<file path="src/rtl/core/efd_pkg.sv">
package efd_pkg;

	localparam logic [7:0] DELIM_BYTE = 8'h7E;
	localparam logic [7:0] ESC_BYTE = 8'h7D;
	localparam logic [7:0] ESC_XOR = 8'h20;
	localparam logic [7:0] SUM_GOOD = 8'hFF;
	// Delimiter, two length bytes and checksum.
	localparam logic [16:0] FRAME_OVERHEAD = 17'd4;

	localparam int CFG_ADDR_W = 3;
	localparam logic [CFG_ADDR_W-1:0] ADDR_CHECKSUM_CHECK = 3'd0;

	typedef enum logic [1:0] {
		KIND_DATA = 2'd0,
		KIND_END_GOOD = 2'd1,
		KIND_END_BAD = 2'd2
	} result_kind_t;

	typedef struct packed {
		logic has_result;
		result_kind_t kind;
		logic [7:0] data_byte;
		logic [15:0] position;
	} efd_result_t;

endpackage

</file>
<file path="src/rtl/core/efd_frame.sv">
module efd_frame (
	input logic clk,
	input logic arst_n,
	input logic step,
	input logic [7:0] raw_byte,
	input logic checksum_check,
	output efd_pkg::efd_result_t result
);
	import efd_pkg::*;

	logic in_frame_q;
	logic escape_q;
	logic [16:0] count_q;
	logic [15:0] length_q;
	logic [7:0] sum_q;

	logic is_delim;
	logic is_esc;
	logic [7:0] byte_d;
	logic [16:0] count_next;
	logic [7:0] sum_next;
	logic is_len_hi;
	logic is_len_lo;
	logic is_end;
	logic data_beat;

	assign is_delim = (raw_byte == DELIM_BYTE);
	assign is_esc = (raw_byte == ESC_BYTE);
	assign byte_d = escape_q ? (raw_byte ^ ESC_XOR) : raw_byte;
	assign count_next = count_q + 17'd1;
	assign sum_next = sum_q + byte_d;
	assign is_len_hi = (count_next == 17'd1);
	assign is_len_lo = (count_next == 17'd2);
	// The checksum is the last of length plus overhead bytes.
	assign is_end = (count_next + 17'd1 == {1'b0, length_q} + FRAME_OVERHEAD);
	assign data_beat = !is_delim && in_frame_q && !is_esc;

	always_comb begin
		result.has_result = 1'b0;
		result.kind = KIND_DATA;
		result.data_byte = 8'h00;
		result.position = length_q;
		if (data_beat && !is_len_hi && !is_len_lo) begin
			result.has_result = 1'b1;
			if (is_end) begin
				result.kind = (!checksum_check || sum_next == SUM_GOOD) ?
					KIND_END_GOOD : KIND_END_BAD;
			end else begin
				result.kind = KIND_DATA;
				result.data_byte = byte_d;
				result.position = count_next[15:0] - 16'd3;
			end
		end
	end

	always_ff @(posedge clk or negedge arst_n) begin
		if (!arst_n) begin
			in_frame_q <= 1'b0;
			escape_q <= 1'b0;
			count_q <= '0;
			length_q <= '0;
			sum_q <= '0;
		end else if (step) begin
			if (is_delim) begin
				in_frame_q <= 1'b1;
				escape_q <= 1'b0;
				count_q <= '0;
				sum_q <= '0;
			end else if (in_frame_q) begin
				if (is_esc) begin
					escape_q <= 1'b1;
				end else begin
					escape_q <= 1'b0;
					count_q <= count_next;
					if (is_len_hi) begin
						length_q <= {byte_d, 8'h00};
					end else if (is_len_lo) begin
						length_q[7:0] <= byte_d;
					end else if (is_end) begin
						in_frame_q <= 1'b0;
					end else begin
						sum_q <= sum_next;
					end
				end
			end
		end
	end

endmodule

</file>
<file path="src/rtl/core/escaped_frame_deframer.sv">
// Escaped API frame deframer.
// Input channel (in_valid, in_stall, rx_byte) takes one raw serial byte per beat.
// Output channel (out_valid, out_stall, result_kind, data_byte, position) gives
// at most one result per input byte: a de-escaped frame data byte with its index,
// or a frame end with checksum verdict and frame length.
// Delimiter, escape and length bytes, and bytes outside a frame, give no result.
// A byte is registered on accept into the input register and is decoded straight
// into the output register once that register is free, so each result passes
// through the input register and then the output register.
// Throughput is one byte per cycle while the receiver does not stall the output.
// When the receiver stalls with a result waiting, one more byte is held in the
// input register and in_stall then rises until the output register drains.
// The APB port holds checksum_check at address 0 (reset 1); write it only while
// the block is idle. Reset clears all frame state, so the block hunts for a
// delimiter, and empties both registers.
module escaped_frame_deframer (
	input logic clk,
	input logic arst_n,
	input logic in_valid,
	output logic in_stall,
	input logic [7:0] rx_byte,
	output logic out_valid,
	input logic out_stall,
	output logic [1:0] result_kind,
	output logic [7:0] data_byte,
	output logic [15:0] position,
	input logic psel,
	input logic penable,
	input logic pwrite,
	input logic [efd_pkg::CFG_ADDR_W-1:0] paddr,
	input logic [31:0] pwdata,
	output logic [31:0] prdata,
	output logic pready
);
	import efd_pkg::*;

	logic checksum_check_q;
	logic valid_s1;
	logic [7:0] byte_s1;
	logic out_valid_q;
	efd_result_t out_q;
	efd_result_t result;
	logic out_free;
	logic step;
	logic accept;

	assign pready = 1'b1;
	assign prdata = (paddr == ADDR_CHECKSUM_CHECK) ? {31'd0, checksum_check_q} : 32'd0;

	always_ff @(posedge clk or negedge arst_n) begin
		if (!arst_n) begin
			checksum_check_q <= 1'b1;
		end else if (psel && penable && pwrite && paddr == ADDR_CHECKSUM_CHECK) begin
			checksum_check_q <= pwdata[0];
		end
	end

	assign out_free = !out_valid_q || !out_stall;
	assign step = valid_s1 && out_free;
	assign in_stall = valid_s1 && !out_free;
	assign accept = in_valid && !in_stall;

	always_ff @(posedge clk or negedge arst_n) begin
		if (!arst_n) begin
			valid_s1 <= 1'b0;
		end else if (accept) begin
			valid_s1 <= 1'b1;
		end else if (step) begin
			valid_s1 <= 1'b0;
		end
	end

	always_ff @(posedge clk) begin
		if (accept) begin
			byte_s1 <= rx_byte;
		end
	end

	efd_frame u_frame (
		.clk(clk),
		.arst_n(arst_n),
		.step(step),
		.raw_byte(byte_s1),
		.checksum_check(checksum_check_q),
		.result(result)
	);

	always_ff @(posedge clk or negedge arst_n) begin
		if (!arst_n) begin
			out_valid_q <= 1'b0;
		end else if (out_free) begin
			out_valid_q <= step && result.has_result;
		end
	end

	always_ff @(posedge clk) begin
		if (out_free && step) begin
			out_q <= result;
		end
	end

	assign out_valid = out_valid_q;
	assign result_kind = out_q.kind;
	assign data_byte = out_q.data_byte;
	assign position = out_q.position;

endmodule
</file>
<file path="config.mk">
export PLATFORM = sky130hd
export DESIGN_NAME = escaped_frame_deframer
export DESIGN_NICKNAME = d
export VERILOG_FILES = /design/src/rtl/core/efd_pkg.sv /design/src/rtl/core/efd_frame.sv /design/src/rtl/core/escaped_frame_deframer.sv
export SDC_FILE = /design/constraint.sdc
export NUM_CORES = 1
export LEC_CHECK = 0
export ABC_AREA = 0
export BUFFER_PORTS_ARGS = -buffer_cell sky130_fd_sc_hd__buf_2
export CAP_MARGIN = 20
export CELL_PAD_IN_SITES_DETAIL_PLACEMENT = 0
export CELL_PAD_IN_SITES_GLOBAL_PLACEMENT = 1
export CORE_MARGIN = 8
export CORE_UTILIZATION = 39
export CTS_BUF_LIST = sky130_fd_sc_hd__clkbuf_16
export CTS_CLUSTER_DIAMETER = 200
export DETAILED_ROUTE_END_ITERATION = 10
export GPL_TIMING_DRIVEN = 0
export PLACE_DENSITY_LB_ADDON = 0.1
export RECOVER_POWER = 25
export SYNTH_ARGS = -nofsm -noshare
export SYNTH_HDL_FRONTEND = slang
export SYNTH_SLANG_ARGS = --single-unit
export TNS_END_PERCENT = 30
</file>
<file path="constraint.sdc">
create_clock -name clk -period 4 [get_ports clk]
set_clock_uncertainty 0.2 [all_clocks]
set_input_delay 0.8 -clock clk [delete_from_list [all_inputs] [get_ports clk]]
set_output_delay 0.8 -clock clk [all_outputs]
set_load 0.02 [all_outputs]
</file>
==> impl_results.rst <==
.. list-table::
   :header-rows: 1

   * - Metric
     - Value
   * - Outcome
     - finished with violations
   * - Failing checks
     - capacitance limit, slew limit
   * - Peak supply drop
     - 0.000276 V
   * - Largest area contributor in the synthesized netlist
     - sky130_fd_sc_hd__dfrtp_1
   * - Via count of the first global-routing pass
     - around 4600
   * - Fraction of power consumed by combinational cells
     - 0.456
   * - Placeable Area
     - about 14000 sq um
   * - Cell Int Power
     - between 2 and 2.5 mW
   * - Clock-pin slew reported for the worst setup and hold paths after clock tree synthesis
     - 0.06 ns
   * - Max capacitance violation total
     - 1
   * - Die footprint
     - ~19000 sq um
   * - Share of cells above drive strength 1
     - 0.295
   * - Clock buffers created by TritonCTS
     - 9
   * - Worst relative slew slack
     - -0.390
   * - Post-detailed-routing wire length
     - between 15000 and 20000 um
   * - Detailed Route Iter0 Violations
     - 284
   * - Sum of negative setup slack
     - 0 ns
   * - Relative contribution of the clock network to total power
     - 0.211
   * - WS Path Type
     - reg2reg
   * - Summed instance area of the synthesized netlist
     - about 5700 sq um
   * - Flop pwr share
     - 0.333
   * - Detail-routed net length per standard cell
     - between 15 and 20 um
   * - Most used flip-flop cell after synthesis
     - sky130_fd_sc_hd__dfrtp_1
   * - Global-route total usage across every layer
     - 0.170
   * - Async S/R FF share, synth
     - 0.575
   * - Switching power
     - approximately 1.5 mW
   * - Detail Placement HPWL
     - around 11000 um
   * - Final setup margin
     - between 0.07 and 0.08 ns
   * - Final critical path time including I/O delays and setup
     - between 3 and 4 ns
   * - Wire length of the first global-routing pass
     - about 25000 um
   * - Final-stage net count
     - 769
   * - Avg Vias per Cell
     - about 5.1
   * - Largest cells by area after synthesis
     - sky130_fd_sc_hd__dfrtp_1 20%, sky130_fd_sc_hd__edfxtp_1 18%, sky130_fd_sc_hd__xnor2_1 7.9%
   * - Number of library cell types mapped by synthesis
     - 76
   * - Post-route antenna net violation count
     - 0
   * - Synthesis Warnings
     - 0
   * - Final setup violation count
     - 0
   * - Peak clock frequency supported by timing
     - 0.255 GHz
   * - Vert. Die Dim
     - 136 um
   * - # H-tree levels
     - 3
   * - Number of storage elements in the synthesis netlist
     - 80
   * - # port buffers
     - 47
   * - PD cells
     - roughly 530 nW/um^2
   * - Placed inst area
     - ~6300 sq um
   * - Starting density of the core
     - 0.394
   * - Final weighted congestion in routability-driven placement
     - 0.843
   * - Area growth from synthesis to final layout
     - 25.3%
   * - Commonest cells in the netlist
     - 53 x sky130_fd_sc_hd__nand2_1, 51 x sky130_fd_sc_hd__xnor2_1, 45 x sky130_fd_sc_hd__dfrtp_1, 36 x sky130_fd_sc_hd__buf_4, 35 x sky130_fd_sc_hd__nor2_1
   * - Die width
     - approximately 140 um
   * - Clock latency on the worst-skew pair
     - around 0.35 ns
   * - Final clock period utilization by the worst path
     - 0.981
   * - Arrival time reported for the critical path endpoint
     - about 4 ns
   * - Number of synthesized flops with an enable pin
     - 34
   * - CP Data Required Time
     - 4.08 ns
   * - Number of remaining DRC errors
     - 0
   * - Lkg Pwr
     - just over 3 nW
   * - Diodes inserted
     - 0
   * - Pre-antenna DRT Iters
     - 4
   * - Crit path launch type
     - flop
   * - Post-route standard cell area excluding fillers
     - approximately 7000 sq um
   * - Category of the worst setup path capture point
     - flop
   * - Total clock sinks
     - 80
   * - Initial antenna violation count
     - 0
   * - Most instantiated library cell after synthesis
     - sky130_fd_sc_hd__nand2_1
   * - Max Transition Viols Final
     - 36
   * - Top-level I/O count
     - approximately 110
   * - Maximum buffer depth of the clock tree
     - 2
   * - Number of vias after detailed routing
     - 4578
   * - Number of hold-slack violations in the final timing report
     - 0
   * - Avg Inst Size Synth
     - around 9.5 sq um
   * - Transition at the pin with the smallest max-transition slack
     - ~2.1 ns
   * - Sequential fraction of the synthesis area
     - 0.384
   * - Clock tree from TritonCTS
     - yes
   * - Row Count
     - 44
   * - Cells after Synth
     - just under 600
   * - Worst slack after detailed placement
     - -0.763 ns
   * - Total grt overflow
     - 0
   * - Fill count
     - 1387
   * - Fraction of synthesized cell area taken by the top area cell type
     - 0.199
   * - Crit Path Max Fanout
     - 10
   * - Net switching share of the total power
     - 0.393
   * - Total chip power
     - roughly 3.8 mW
   * - Maximum number of pins on one net before global-route repair
     - 36
   * - Buffer cell driving the clock tree root
     - sky130_fd_sc_hd__clkbuf_16
   * - Class of the most critical hold timing path
     - in2async
[layout by cell type (no fill, tap or decap), types with 4 or more instances in the layout]
cell                        count
sky130_fd_sc_hd__xnor2_1       48
sky130_fd_sc_hd__clkbuf_16      9
sky130_fd_sc_hd__edfxtp_1      34
sky130_fd_sc_hd__ha_1          10
sky130_fd_sc_hd__xor2_1        11
sky130_fd_sc_hd__dfrtp_2        6
sky130_fd_sc_hd__mux2i_1       11
sky130_fd_sc_hd__and3_1        12
sky130_fd_sc_hd__a31oi_1        4
sky130_fd_sc_hd__nor2_1        35
sky130_fd_sc_hd__and2_1         4
sky130_fd_sc_hd__nand4_1        8
sky130_fd_sc_hd__nor4_1         4
sky130_fd_sc_hd__or2_2          5
sky130_fd_sc_hd__a21o_1         4
sky130_fd_sc_hd__xnor2_2        4
sky130_fd_sc_hd__mux2_2        15
sky130_fd_sc_hd__buf_2         52
sky130_fd_sc_hd__nand2b_1       9
sky130_fd_sc_hd__nor3b_1        6
sky130_fd_sc_hd__nor3_1        10
sky130_fd_sc_hd__buf_4         54
sky130_fd_sc_hd__o21ai_0       33
sky130_fd_sc_hd__nand2_1       53
sky130_fd_sc_hd__dfrtp_1       39
sky130_fd_sc_hd__nor4_4         5
sky130_fd_sc_hd__a22o_1         9
sky130_fd_sc_hd__conb_1        32
sky130_fd_sc_hd__clkbuf_1      11
sky130_fd_sc_hd__nand3b_1       4
sky130_fd_sc_hd__a21oi_1       17
sky130_fd_sc_hd__nand3_1       28
sky130_fd_sc_hd__buf_6          7
sky130_fd_sc_hd__inv_1         23
[metrics by stage]
step,hold slack [ns],utilization,instances
after floorplan,0.268,-,626
after global routing,0.335,0.494,895
after global placement,0.289,0.434,857
final,0.266,0.494,895
after CTS,0.152,0.477,884
after detailed placement,0.294,0.436,858
[power by group through the flow]
stage | sequential, mW | clock, mW | combinational (mW)
after floorplan | 1.30 | 0 | 1.14
after global placement | 1.25 | 0 | 1.56
after detailed placement | 1.26 | 0 | 1.57
after CTS | 1.25 | 0.816 | 1.66
after global routing | 1.28 | 0.843 | 1.90
final | 1.25 | 0.795 | 1.72
[worst paths after layout]
kind	from	slack, ns	depth (start not counted)	to
hold reg to reg	valid_s1$_DFFE_PN0P_	0.31	2	out_valid$_DFFE_PN0N_
min in group clk	valid_s1$_DFFE_PN0P_	0.31	2	out_valid$_DFFE_PN0N_
max in group asynchronous	arst_n	0.81	2	u_frame.count_q[1]$_DFFE_PN0P_
hold / removal	arst_n	0.27	1	u_frame.count_q[5]$_DFFE_PN0P_
setup reg to reg	u_frame.count_q[0]$_DFFE_PN0P_	0.08	13	u_frame.sum_q[2]$_DFFE_PN0P_
setup / recovery	u_frame.count_q[0]$_DFFE_PN0P_	0.08	13	u_frame.sum_q[2]$_DFFE_PN0P_
[logic make-up after synthesis]
logic type                 count (synthesis)  share of synthesized area
xor gates and xnor gates                  69                      0.111
muxes                                     29                     0.0553
DFF                                       80                      0.384
AOI/OAI and AO/OA                        103                      0.121
adders and majority gates                 13                     0.0301
and+or+nand+nor                          217                      0.212
other                                      2                    0.00133
buffers and inverters                     83                     0.0849
[flip-flops by register name, summed over array words and instances (netlist names)]
signal and flops:
u_frame.in_frame_q 1, out_valid 1, u_frame.count_q 17, result_kind 2
u_frame.sum_q 8, checksum_check_q 1, byte_s1 8, u_frame.escape_q 1
position 16, u_frame.length_q 16, valid_s1 1, data_byte 8
[layer usage]
metal	routed length (um)	vias to the layer above	GRT usage
met2	7650	82	0.282
li1	-	2259	-
met5	0	-	0
met4	405	0	0.0714
met1	6850	2211	0.209
met3	535	26	0.0355
[worst max-delay path: stages (launching register included)]
cell	delay, ns
sky130_fd_sc_hd__dfrtp_2	0.46
sky130_fd_sc_hd__ha_4	0.20
sky130_fd_sc_hd__buf_4	0.18
sky130_fd_sc_hd__nor4b_4	0.28
sky130_fd_sc_hd__a211o_1	0.22
sky130_fd_sc_hd__nand3b_1	0.18
sky130_fd_sc_hd__nor3_2	0.26
sky130_fd_sc_hd__mux2_2	0.35
sky130_fd_sc_hd__o21a_1	0.19
sky130_fd_sc_hd__or4b_4	0.57
sky130_fd_sc_hd__buf_4	0.16
sky130_fd_sc_hd__buf_6	0.13
sky130_fd_sc_hd__a21oi_4	0.26
sky130_fd_sc_hd__a22o_1	0.20
[area by class of cell]
cell class	instances	area (sq um)	area share
Buffer	59	434	0.0612
Clock buffer	9	225	0.0317
Clock inverter	7	52.6	0.00741
Inverter	23	86.3	0.0122
Multi-Input combinational cell	463	3450	0.486
Sequential cell	80	2180	0.307
Tap cell	184	230	0.0325
Timing Repair Buffer	70	439	0.0619
[repair_timing]
action	in CTS	in global routing
resized for setup	39	37
buffers inserted	11	10
pin swaps	12	14
endpoints found under the setup margin	52	43
hold buffers	0	0
Power figures use the tool's default switching activity.
